File: src/hw/rtl/ssr_pkg.sv
// Shared constants and types for the stream search-and-replace block.
// Holds the configuration register layout and register index codes.
// No dependencies.
package ssr_pkg;

    localparam int MAX_SEARCH_DEF  = 8;
    localparam int MAX_REPLACE_DEF = 8;

    localparam int BYTE_W    = 8;
    localparam int LEN_W     = 4;
    localparam int STR_W     = 64;
    localparam int CFG_IDX_W = 2;

    localparam logic [BYTE_W-1:0] NEWLINE_BYTE = 8'h0A;

    localparam logic [CFG_IDX_W-1:0] REG_SEARCH_LEN    = 2'd0;
    localparam logic [CFG_IDX_W-1:0] REG_SEARCH_BYTES  = 2'd1;
    localparam logic [CFG_IDX_W-1:0] REG_REPLACE_LEN   = 2'd2;
    localparam logic [CFG_IDX_W-1:0] REG_REPLACE_BYTES = 2'd3;

    typedef struct packed {
        logic [STR_W-1:0] replace_bytes;
        logic [LEN_W-1:0] replace_len;
        logic [STR_W-1:0] search_bytes;
        logic [LEN_W-1:0] search_len;
    } cfg_t;

endpackage

File: src/hw/rtl/ssr_out_cell.sv
// One cell of the result chain: holds one pending result byte and its last flag.
// Loads in parallel on an accepted input beat and otherwise shifts from its neighbor.
// Depends on ssr_pkg.
module ssr_out_cell (
    input  logic                       aclk,
    input  logic                       aresetn,
    input  logic                       load,
    input  logic                       shift,
    input  logic                       load_valid,
    input  logic [ssr_pkg::BYTE_W-1:0] load_byte,
    input  logic                       load_last,
    input  logic                       next_valid,
    input  logic [ssr_pkg::BYTE_W-1:0] next_byte,
    input  logic                       next_last,
    output logic                       cell_valid,
    output logic [ssr_pkg::BYTE_W-1:0] cell_byte,
    output logic                       cell_last
);
    import ssr_pkg::*;

    logic              valid_reg;
    logic [BYTE_W-1:0] byte_reg;
    logic              last_reg;

    always_ff @(posedge aclk) begin
        if (!aresetn) begin
            valid_reg <= 1'b0;
        end else if (load) begin
            valid_reg <= load_valid;
        end else if (shift) begin
            valid_reg <= next_valid;
        end
    end

    always_ff @(posedge aclk) begin
        if (load) begin
            byte_reg <= load_byte;
            last_reg <= load_last;
        end else if (shift) begin
            byte_reg <= next_byte;
            last_reg <= next_last;
        end
    end

    assign cell_valid = valid_reg;
    assign cell_byte  = byte_reg;
    assign cell_last  = last_reg;

endmodule

File: src/hw/rtl/ssr_match.sv
// Match step logic: forms the candidate from held bytes and the new byte,
// finds the longest suffix that is still a search prefix, and builds the result bytes.
// Depends on ssr_pkg.
module ssr_match #(
    parameter int MAX_SEARCH  = ssr_pkg::MAX_SEARCH_DEF,
    parameter int MAX_REPLACE = ssr_pkg::MAX_REPLACE_DEF,
    localparam int CNT_W      = $clog2(MAX_SEARCH + 1),
    localparam int OUT_DEPTH  = (MAX_SEARCH > MAX_REPLACE) ? MAX_SEARCH : MAX_REPLACE
) (
    input  ssr_pkg::cfg_t                          cfg,
    input  logic [ssr_pkg::BYTE_W*MAX_SEARCH-1:0]  held_bytes,
    input  logic [CNT_W-1:0]                       held_count,
    input  logic                                   line_open,
    input  logic [ssr_pkg::BYTE_W-1:0]             in_byte,
    input  logic                                   is_flush,
    output logic [ssr_pkg::BYTE_W*MAX_SEARCH-1:0]  held_bytes_next,
    output logic [CNT_W-1:0]                       held_count_next,
    output logic                                   line_open_next,
    output logic [ssr_pkg::BYTE_W*OUT_DEPTH-1:0]   out_bytes,
    output logic [OUT_DEPTH-1:0]                   out_mask
);
    import ssr_pkg::*;

    localparam int RL_W = $clog2(MAX_REPLACE + 1);

    logic [BYTE_W*MAX_SEARCH-1:0] cand;
    logic [CNT_W-1:0]             len_eff;
    logic [RL_W-1:0]              rlen_eff;
    logic [CNT_W-1:0]             cand_len;
    logic [MAX_SEARCH-1:0]        prefix_ok;
    logic [CNT_W-1:0]             start;
    logic                         full_match;
    logic [BYTE_W*MAX_SEARCH-1:0] shifted;

    assign len_eff  = (cfg.search_len > LEN_W'(MAX_SEARCH)) ? CNT_W'(MAX_SEARCH)
                                                            : CNT_W'(cfg.search_len);
    assign rlen_eff = (cfg.replace_len > LEN_W'(MAX_REPLACE)) ? RL_W'(MAX_REPLACE)
                                                              : RL_W'(cfg.replace_len);
    assign cand_len = held_count + CNT_W'(1);

    always_comb begin
        cand = held_bytes;
        for (int i = 0; i < MAX_SEARCH; i++) begin
            if (CNT_W'(i) == held_count) begin
                cand[BYTE_W*i +: BYTE_W] = in_byte;
            end
        end
    end

    always_comb begin
        for (int s = 0; s < MAX_SEARCH; s++) begin
            prefix_ok[s] = (CNT_W'(s) < cand_len);
            for (int k = 0; k < MAX_SEARCH - s; k++) begin
                if ((CNT_W'(s + k) < cand_len) &&
                    (cand[BYTE_W*(s+k) +: BYTE_W] != cfg.search_bytes[BYTE_W*k +: BYTE_W])) begin
                    prefix_ok[s] = 1'b0;
                end
            end
        end
    end

    always_comb begin
        start = cand_len;
        for (int s = MAX_SEARCH - 1; s >= 0; s--) begin
            if (prefix_ok[s]) begin
                start = CNT_W'(s);
            end
        end
    end

    assign full_match = (cand_len == len_eff) && prefix_ok[0];

    always_comb begin
        shifted = held_bytes;
        for (int s = 0; s < MAX_SEARCH; s++) begin
            if (start == CNT_W'(s)) begin
                for (int i = 0; i < MAX_SEARCH - s; i++) begin
                    shifted[BYTE_W*i +: BYTE_W] = cand[BYTE_W*(s+i) +: BYTE_W];
                end
            end
        end
    end

    always_comb begin
        held_bytes_next = held_bytes;
        held_count_next = held_count;
        line_open_next  = 1'b1;
        out_bytes       = '0;
        out_mask        = '0;
        if (is_flush || (in_byte == NEWLINE_BYTE)) begin
            for (int i = 0; i < MAX_SEARCH; i++) begin
                out_bytes[BYTE_W*i +: BYTE_W] = held_bytes[BYTE_W*i +: BYTE_W];
                out_mask[i] = (CNT_W'(i) < held_count);
                if (CNT_W'(i) == held_count) begin
                    out_bytes[BYTE_W*i +: BYTE_W] = NEWLINE_BYTE;
                    out_mask[i] = !is_flush || line_open;
                end
            end
            held_count_next = '0;
            line_open_next  = 1'b0;
        end else if (len_eff == '0) begin
            out_bytes[BYTE_W-1:0] = in_byte;
            out_mask[0]           = 1'b1;
        end else if (full_match) begin
            for (int i = 0; i < MAX_REPLACE; i++) begin
                out_bytes[BYTE_W*i +: BYTE_W] = cfg.replace_bytes[BYTE_W*i +: BYTE_W];
                out_mask[i] = (RL_W'(i) < rlen_eff);
            end
            held_count_next = '0;
        end else begin
            for (int i = 0; i < MAX_SEARCH; i++) begin
                out_bytes[BYTE_W*i +: BYTE_W] = cand[BYTE_W*i +: BYTE_W];
                out_mask[i] = (CNT_W'(i) < start);
            end
            held_bytes_next = shifted;
            held_count_next = cand_len - start;
        end
    end

endmodule

File: src/hw/rtl/stream_search_replace_top.sv
// Top level of the stream search-and-replace block: configuration registers,
// held-prefix state, match logic and the chain of result cells.
// Depends on ssr_pkg, ssr_match and ssr_out_cell.
// The first result beat of an input beat appears in the cycle after the input beat is accepted.
// Throughput: while m_tready is high the result chain drains one beat per cycle and beats
// with zero or one result go at one per cycle; a longer result holds off the next input beat.
// Reset: synchronous, active low; clears the registers, the held count, the line flag
// and the result chain. The block is ready as soon as reset is released.
module stream_search_replace_top #(
    parameter int MAX_SEARCH  = ssr_pkg::MAX_SEARCH_DEF,
    parameter int MAX_REPLACE = ssr_pkg::MAX_REPLACE_DEF
) (
    input  logic                          aclk,
    input  logic                          aresetn,
    input  logic                          cfg_we,
    input  logic [ssr_pkg::CFG_IDX_W-1:0] cfg_index,
    input  logic [ssr_pkg::STR_W-1:0]     cfg_data,
    input  logic                          s_tvalid,
    output logic                          s_tready,
    input  logic [7:0]                    s_tdata,   // in_byte
    input  logic                          s_tuser,   // is_flush
    output logic                          m_tvalid,
    input  logic                          m_tready,
    output logic [7:0]                    m_tdata,   // out_byte
    output logic                          m_tlast    // out_last
);
    import ssr_pkg::*;

    localparam int CNT_W     = $clog2(MAX_SEARCH + 1);
    localparam int OUT_DEPTH = (MAX_SEARCH > MAX_REPLACE) ? MAX_SEARCH : MAX_REPLACE;

    cfg_t                         cfg_reg;
    logic [BYTE_W*MAX_SEARCH-1:0] held_reg;
    logic [BYTE_W*MAX_SEARCH-1:0] held_next;
    logic [CNT_W-1:0]             held_count_reg;
    logic [CNT_W-1:0]             held_count_next;
    logic                         line_open_reg;
    logic                         line_open_next;
    logic [BYTE_W*OUT_DEPTH-1:0]  out_bytes;
    logic [OUT_DEPTH-1:0]         out_mask;

    logic [OUT_DEPTH:0]           chain_valid;
    logic [BYTE_W-1:0]            chain_byte [OUT_DEPTH+1];
    logic [OUT_DEPTH:0]           chain_last;

    logic in_beat;
    logic out_beat;

    assign out_beat = m_tvalid && m_tready;
    assign s_tready = !chain_valid[0] || (!chain_valid[1] && m_tready);
    assign in_beat  = s_tvalid && s_tready;

    always_ff @(posedge aclk) begin
        if (!aresetn) begin
            cfg_reg <= '0;
        end else if (cfg_we) begin
            unique case (cfg_index)
                REG_SEARCH_LEN:    cfg_reg.search_len    <= cfg_data[LEN_W-1:0];
                REG_SEARCH_BYTES:  cfg_reg.search_bytes  <= cfg_data;
                REG_REPLACE_LEN:   cfg_reg.replace_len   <= cfg_data[LEN_W-1:0];
                REG_REPLACE_BYTES: cfg_reg.replace_bytes <= cfg_data;
                default:           cfg_reg <= cfg_reg;
            endcase
        end
    end

    always_ff @(posedge aclk) begin
        if (!aresetn) begin
            held_count_reg <= '0;
            line_open_reg  <= 1'b0;
        end else if (cfg_we &&
                     (cfg_index == REG_SEARCH_LEN || cfg_index == REG_SEARCH_BYTES)) begin
            held_count_reg <= '0;
        end else if (in_beat) begin
            held_count_reg <= held_count_next;
            line_open_reg  <= line_open_next;
        end
    end

    always_ff @(posedge aclk) begin
        if (in_beat) begin
            held_reg <= held_next;
        end
    end

    ssr_match #(
        .MAX_SEARCH  (MAX_SEARCH),
        .MAX_REPLACE (MAX_REPLACE)
    ) u_match (
        .cfg             (cfg_reg),
        .held_bytes      (held_reg),
        .held_count      (held_count_reg),
        .line_open       (line_open_reg),
        .in_byte         (s_tdata),
        .is_flush        (s_tuser),
        .held_bytes_next (held_next),
        .held_count_next (held_count_next),
        .line_open_next  (line_open_next),
        .out_bytes       (out_bytes),
        .out_mask        (out_mask)
    );

    assign chain_valid[OUT_DEPTH] = 1'b0;
    assign chain_byte[OUT_DEPTH]  = '0;
    assign chain_last[OUT_DEPTH]  = 1'b0;

    for (genvar i = 0; i < OUT_DEPTH; i++) begin : g_cell
        logic is_last;

        if (i == OUT_DEPTH - 1) begin : g_end
            assign is_last = out_mask[i];
        end else begin : g_mid
            assign is_last = out_mask[i] && !out_mask[i+1];
        end

        ssr_out_cell u_cell (
            .aclk       (aclk),
            .aresetn    (aresetn),
            .load       (in_beat),
            .shift      (out_beat),
            .load_valid (out_mask[i]),
            .load_byte  (out_bytes[BYTE_W*i +: BYTE_W]),
            .load_last  (is_last),
            .next_valid (chain_valid[i+1]),
            .next_byte  (chain_byte[i+1]),
            .next_last  (chain_last[i+1]),
            .cell_valid (chain_valid[i]),
            .cell_byte  (chain_byte[i]),
            .cell_last  (chain_last[i])
        );
    end

    assign m_tvalid = chain_valid[0];
    assign m_tdata  = chain_byte[0];
    assign m_tlast  = chain_last[0];

endmodule
File: config.mk
export PLATFORM = sky130hd
export DESIGN_NAME = stream_search_replace_top
export DESIGN_NICKNAME = d
export VERILOG_FILES = /design/src/hw/rtl/ssr_pkg.sv /design/src/hw/rtl/ssr_out_cell.sv /design/src/hw/rtl/ssr_match.sv /design/src/hw/rtl/stream_search_replace_top.sv
export SDC_FILE = /design/constraint.sdc
export NUM_CORES = 1
export LEC_CHECK = 0
export BUFFER_PORTS_ARGS = -buffer_cell sky130_fd_sc_hd__buf_2
export CAP_MARGIN = 20
export CORE_MARGIN = 3
export CORE_UTILIZATION = 28
export DETAILED_ROUTE_END_ITERATION = 6
export GPL_TIMING_DRIVEN = 0
export SETUP_SLACK_MARGIN = 0.15
export SLEW_MARGIN = 30
export SYNTH_ARGS = -nofsm -noshare
export SYNTH_HDL_FRONTEND = slang
export SYNTH_SLANG_ARGS = --single-unit
File: constraint.sdc
create_clock -name aclk -period 15.45 [get_ports aclk]
set_input_delay 0.7725 -clock aclk [delete_from_list [all_inputs] [get_ports aclk]]
set_output_delay 0.7725 -clock aclk [all_outputs]
set_load 0.02 [all_outputs]
==> results.tsv, run 1 <==
stage	metric	value	unit
worst_setup_path	crit_fanout	10	
drt	wl_per_cell	32.3	µm
floorplanning	die_area	79700	µm²
drt	dr.pass1.iters	6	
drt	vias_per_cell	6.13	
global_route	antenna_found_initial	6	
power_and_ir_drop	p_leak	8.59	nW
drt	drt_iter0_markers	3537	
worst_setup_path	cp_cell_sequence	clkbuf_1 -> inv_1 -> ha_1 -> nand3b_1 -> buf_4 -> mux2i_1 -> buf_2 -> xnor2_1 -> a41oi_1 -> nor4_2 -> nand2_2 -> nand4_2 -> or2_1 -> buf_4 -> nor2_2 -> inv_1 -> a21oi_1	
timing	relSlewSlack	25.3	%
worst_setup_path	max_stage_delay	0.77	ns
timing	min_period	7.41	ns
cts	insertion_delay	0.58	ns
cts	h-tree-depth	2	
timing	fin_crit_sh	47.9	%
min_path	min_path_cells	3	
worst_setup_path	crit_path_end_kind	flip-flop	
synthesis	syn_nets	2672	
cts	cts_tree	yes	
global_route	globalRouteTotalUtil	29.3	%
worst_setup_path	reg2reg_from	held_count_reg[0]$_SDFFE_PP0P_	
final_layout	drive_above_1_share	12.9	%
min_path	hp-start	cfg_data[48]	
placed_design	place_inst	3645	
drt	vias	22800	
floorplanning	dieWidth	282	µm
final_layout	fin_nets	2800	
worst_setup_path	cp_slowest_cell	a21oi_1	
floorplanning	die_h	282	µm
synthesis	ys.warnings.count	0	
timing	fmax	0.135	GHz
final_layout	area_growth	14.9	%
synthesis	syn_area_per_cell	8.27	µm²
placed_design	gp_congestion	1.09	
cts	cts_root_buf	clkbuf_16	
worst_setup_path	crit_type	reg2reg	
outcome	status	completed	
worst_setup_path	cp_top_family	buffers and inverters	
final_layout	fill_cells	8084	
timing	fin_tns_setup	0	ns
floorplanning	initial_core_util	28.5	%
final_layout	final_cell_count_no_fill	3710	
synthesis	ys_seq_area_share	33.1	%
synthesis	synth_cell_types	112	
cts	holdBufCountCts	0	
final_layout	multiInputGateArea	13100	µm²
global_route	grt_max_degree	46	
worst_setup_path	rrSetupSlack	8.04	ns
synthesis	synth_top_cell_area_share	19.1	%
synthesis	synth_ff_type	dfxtp_1	
floorplanning	rows	100	
synthesis	ys_top_cells_by_count	nand2_1, xnor2_1, clkbuf_1	
synthesis	syn_inst	2585	
final_layout	largest_reg_flops	136	
worst_setup_path	reg2reg_depth	17	
final_layout	seqCellArea	7070	µm²
synthesis	synth_edf_count	136	
worst_setup_path	critPathBufInv	6	
cts	cts_setup_buffers	0	
power_and_ir_drop	ir_drop	0.0834	mV
timing	skew	0.0285	ns
power_and_ir_drop	powerDensity	82.1	nW/µm²
drt	routed_wl	120	mm
global_route	grt_pass1_vias	21300	
worst_setup_path	cp_data_required_time	15.64	ns
cts	cts_buffer_depth	3	
synthesis	yosysMostFrequentCell	nand2_1	
global_route	grt_pass1_wl	165	mm
placed_design	io_buffers	85	
floorplanning	core	75100	µm²
synthesis	syn_area	21400	µm²
timing	tightest_slew	1.11	ns
drt	ant_nets	0	
timing	setup_violations	0	
cts	cts_resized	0	
global_route	grt_overflow	0	
min_path	min_to	cfg_reg[120]$_SDFFE_PN0P_	
synthesis	synth_area_leaders	edfxtp_1, dfxtp_1, nand2_1, xnor2_1, a21boi_0	
final_layout	final_cell_area	24600	µm²
placed_design	placed_area	23300	µm²
timing	drv_slew	0	
synthesis	yosysTopAreaCell	edfxtp_1	
min_path	min_path_type	in2reg	
worst_setup_path	crit_arrival	7.60	ns
synthesis	synth_seq_cells	285	
timing	rsz0062_at_grt	no	
cts	clock-sinks	285	
placed_design	hpwl	90.6	mm
worst_setup_path	r2r_end	held_reg[31]$_DFFE_PP_	
drt	drcViolationCount	0	
worst_setup_path	critPathLaunchType	flip-flop	
cts	cts_made_buffers	35	
flow_run	max-cap-violations	0	
floorplanning	ioPinCount	91	
timing	final_hold_viol_count	0	
cts	clk_pin_slew	0.07	ns
synthesis	synthArstFlopShare	0	%
## area by class of cell
| class | count | area share (%) |
|---|---|---|
| Buffer | 260 | 4.85 |
| Clock buffer | 54 | 4.48 |
| Inverter | 74 | 1.13 |
| Timing Repair Buffer | 91 | 2.08 |
| Multi-Input combinational cell | 1966 | 53.3 |
| Sequential cell | 285 | 28.8 |
| Tap cell | 969 | 4.94 |
| Clock inverter | 9 | 0.454 |
| Antenna cell | 2 | 0.0204 |
## worst max path at each step
stage | end | cells after the start | start | slack [ns]
finish | held_reg[31]$_DFFE_PP_ | 17 | held_count_reg[0]$_SDFFE_PP0P_ | 8.04
global route | held_reg[26]$_DFFE_PP_ | 17 | held_count_reg[0]$_SDFFE_PP0P_ | 8.11
CTS | held_reg[31]$_DFFE_PP_ | 17 | held_count_reg[0]$_SDFFE_PP0P_ | 8.51
detailed placement | held_reg[24]$_DFFE_PP_ | 17 | held_count_reg[0]$_SDFFE_PP0P_ | 8.59
global placement | held_reg[63]$_DFFE_PP_ | 15 | held_count_reg[0]$_SDFFE_PP0P_ | 7.79
floorplan | held_reg[56]$_DFFE_PP_ | 15 | held_count_reg[0]$_SDFFE_PP0P_ | 10.25
## where the power goes
part | switching (mW) | internal [mW]
logic | 0.190 | 0.0851
clock network | 0.363 | 0.525
registers | 0.0231 | 0.829
## routing by layer
metal	global-route usage, %	up-vias	routed length (µm)
met3	8.48	470	14900
met1	38.0	11000	46800
met2	42.4	1766	48800
li1	-	9552	-
met4	18.7	2	9410
met5	0	-	13
## logic make-up after synthesis
family	share of synthesized area, %
AOI/OAI and AO/OA	23.9
xor gates and xnor gates	11.1
adders and majority gates	0.445
buffers and inverters	6.79
DFF	33.1
muxes	6.21
and+or+nand+nor	18.5
## worst register-to-register path, delay by kind of cell (launching register included)
| family | cells | cell delay (ns) |
|---|---|---|
| AND/OR/NAND/NOR | 6 | 1.76 |
| adder cells (fa/ha/maj) | 1 | 0.36 |
| XOR/XNOR | 1 | 0.13 |
| AO/OA/AOI/OAI | 2 | 1.50 |
| multiplexers | 1 | 0.66 |
| buffers and inverters | 6 | 2.16 |
| flip-flops | 1 | 0.46 |
## cell usage in the layout (no fill, tap or decap), types with 31 or more instances in the layout
cell type / synthesis / layout
nor3_1: 38 / 38
xnor2_1: 175 / 174
buf_2: 44 / 136
mux2i_1: 62 / 47
nand2_1: 414 / 413
clkbuf_1: 162 / 161
a21boi_0: 135 / 135
o211ai_1: 47 / 47
nor2_1: 138 / 138
dfxtp_1: 149 / 149
edfxtp_1: 136 / 136
nor2b_1: 34 / 34
inv_1: 73 / 73
nor4_1: 41 / 39
o21ai_0: 96 / 95
xor2_1: 96 / 96
clkbuf_16: 0 / 37
a31oi_1: 50 / 49
a21oi_1: 143 / 138
nand3_1: 74 / 74
o22ai_1: 31 / 31
## stage by stage
step                      utilization, %  hold WS [ns]  power [mW]  setup WS (ns)
after floorplan                        -         0.438        1.01          10.25
after global placement              30.6         0.456        1.13           7.79
after global routing                32.7         0.474        2.06           8.11
after detailed placement            31.1         0.467        1.13           8.59
final                               32.7         0.464        2.02           8.04
after CTS                           32.7         0.457        2.01           8.51
Power figures use the tool's default switching activity.
==> run 2, diff against run 1 <==
==> constraint.sdc (replaced) <==
create_clock -name aclk -period 6.4 [get_ports aclk]
set_input_delay 0.32 -clock aclk [delete_from_list [all_inputs] [get_ports aclk]]
set_output_delay 0.32 -clock aclk [all_outputs]
set_load 0.02 [all_outputs]
==> run 2 against run 1 <==
  * Hold slack got worse by 0.45 ns
  * Power rose by 140%
  * Largest power group unchanged
  * Clock skew down 0.0020 ns
  * The flow now finishes with violations (DRC)
  * Largest cell class unchanged
==> results.tsv, run 2 (synthesized netlist as in run 1, its figures left out) <==
stage	metric	value	unit
global_route	grt_max_degree	46	
placed_design	hpwl	90.6	mm
worst_setup_path	max_stage_delay	0.54	ns
cts	clock-sinks	285	
timing	min_period	6.22	ns
placed_design	gp_congestion	1.09	
power_and_ir_drop	p_leak	8.66	nW
floorplanning	initial_core_util	28.5	%
worst_setup_path	critPathLaunchType	flip-flop	
timing	setup_violations	0	
worst_setup_path	critPathBufInv	7	
worst_setup_path	reg2reg_from	held_count_reg[0]$_SDFFE_PP0P_	
floorplanning	core	75100	µm²
timing	skew	0.0265	ns
timing	fin_crit_sh	97.1	%
cts	cts_buffer_depth	3	
global_route	globalRouteTotalUtil	29.3	%
cts	cts_root_buf	clkbuf_16	
min_path	min_path_type	in2reg	
global_route	grt_overflow	0	
global_route	use_met3	8.49	%
worst_setup_path	crit_type	reg2reg	
final_layout	fin_nets	2811	
worst_setup_path	crit_path_frequent_cell	buf_4	
final_layout	final_cell_count_no_fill	3719	
final_layout	area_growth	16.0	%
worst_setup_path	cp_data_required_time	6.68	ns
drt	ant_nets	0	
drt	dr.pass1.iters	7	
min_path	hp-start	cfg_data[48]	
power_and_ir_drop	power.total	4.87	mW
global_route	grtUsageMet2	42.5	%
cts	cts_tree	yes	
placed_design	io_buffers	85	
cts	clk_pin_slew	0.07	ns
timing	final_hold_viol_count	0	
outcome	status	complete, but fails checks	
final_layout	largest_reg_flops	136	
timing	timing.hold.ws	0.00963	ns
cts	holdBufCountCts	0	
worst_setup_path	cp_cell_sequence	clkbuf_2 -> inv_1 -> ha_1 -> nand3b_1 -> buf_4 -> mux2i_2 -> buf_6 -> xnor2_1 -> a41oi_2 -> nor4_4 -> nand2_2 -> a311oi_4 -> buf_4 -> clkbuf_4 -> buf_2 -> nand2_1 -> o21ai_0 -> a21oi_1	
global_route	antenna_found_initial	5	
global_route	busiest_layer	met2	
floorplanning	die_area	79700	µm²
drt	vias	22700	
power_and_ir_drop	powerDensity	197	nW/µm²
final_layout	final_common_cell	nand2_1	
final_layout	fill_cells	8066	
cts	cts_made_buffers	35	
worst_setup_path	cp_slowest_cell	mux2i_2	
placed_design	place_inst	3645	
power_and_ir_drop	ir_drop	0.201	mV
floorplanning	die_h	282	µm
worst_setup_path	cp_top_family	buffers and inverters	
worst_setup_path	crit_path_end_kind	flip-flop	
final_layout	layout_common_cells	nand2_1, xnor2_1, clkbuf_1, dfxtp_1	
placed_design	placed_area	23300	µm²
worst_setup_path	crit_arrival	6.50	ns
global_route	grt_util_met1	37.9	%
floorplanning	rows	100	
global_route	grt_pass1_wl	165	mm
final_layout	drive_above_1_share	13.6	%
outcome	violations	DRC	
timing	tightest_slew	1.18	ns
floorplanning	ioPinCount	91	
timing	fmax	0.161	GHz
drt	routed_wl	120	mm
final_layout	antenna_cells	0	
drt	wl_per_cell	32.3	µm
timing	relSlewSlack	20.5	%
cts	insertion_delay	0.57	ns
drt	drt_iter0_markers	3369	
final_layout	final_cell_area	24800	µm²
floorplanning	dieWidth	282	µm
drt	drcViolationCount	2	
global_route	grt_pass1_vias	21400	
flow_run	max-cap-violations	0	
worst_setup_path	crit_fanout	10	
worst_setup_path	crit_start	held_count_reg[0]$_SDFFE_PP0P_	
timing	drv_slew	0	
drt	vias_per_cell	6.12	
cts	h-tree-depth	2	
timing	rsz0062_at_grt	yes	
run 2: report_power, final:
group / internal, mW / total (mW) / switching, mW / leakage (nW)
registers: 2.00 / 2.06 / 0.0557 / 2.51
clock network: 1.27 / 2.15 / 0.881 / 0.602
logic: 0.208 / 0.667 / 0.459 / 5.55
run 2: area by class of cell:
type	instances	area [µm²]	share of cell area [%]
buffer	260	1200	4.86
clock buffer	54	1100	4.44
clock inverter	9	111	0.449
inverter	74	278	1.12
multi-input combinational	1966	13200	53.3
sequential	285	7070	28.5
tap	969	1210	4.89
timing repair buffer	102	606	2.44
run 2: worst paths after layout:
kind              cells after the start  slack [ns]                   endpoint
setup / recovery                     18        0.18     held_reg[32]$_DFFE_PP_
setup reg to reg                     18        0.18     held_reg[32]$_DFFE_PP_
hold / removal                        3        0.01  cfg_reg[120]$_SDFFE_PN0P_
hold reg to reg                       2        0.48  cfg_reg[130]$_SDFFE_PN0P_
run 2: repair_timing:
item / CTS / global route
gates resized for setup: 10 / 19
buffers inserted: 4 / 7
setup endpoints to repair: 106 / 101
pin swaps: 1 / 3
run 2: per-stage QoR:
stage	setup slack, ns	utilization [%]	setup TNS, ns
6_report	0.184	33.0	0
5_1_grt	0.134	33.0	0
4_1_cts	0.167	32.8	0
3_5_place_dp	-0.463	31.1	-16.54
3_3_place_gp	-1.26	30.6	-49.62
2_1_floorplan	1.20	-	0
run 2: per-layer routing:
layer	share of wire [%]	vias to the layer above
met3	12	474
li1	-	9564
met1	39	11000
met5	0.011	-
met4	8.0	2
met2	41	1745
run 2: worst reg2reg max path: stages (launching register included):
cell and delay [ns]:
dfxtp_1 0.46, clkbuf_2 0.30, inv_1 0.20, ha_1 0.34
nand3b_1 0.33, buf_4 0.32, mux2i_2 0.54, buf_6 0.34
xnor2_1 0.18, a41oi_2 0.32, nor4_4 0.41, nand2_2 0.25
a311oi_4 0.45, buf_4 0.30, clkbuf_4 0.29, buf_2 0.30
nand2_1 0.08, o21ai_0 0.30, a21oi_1 0.21
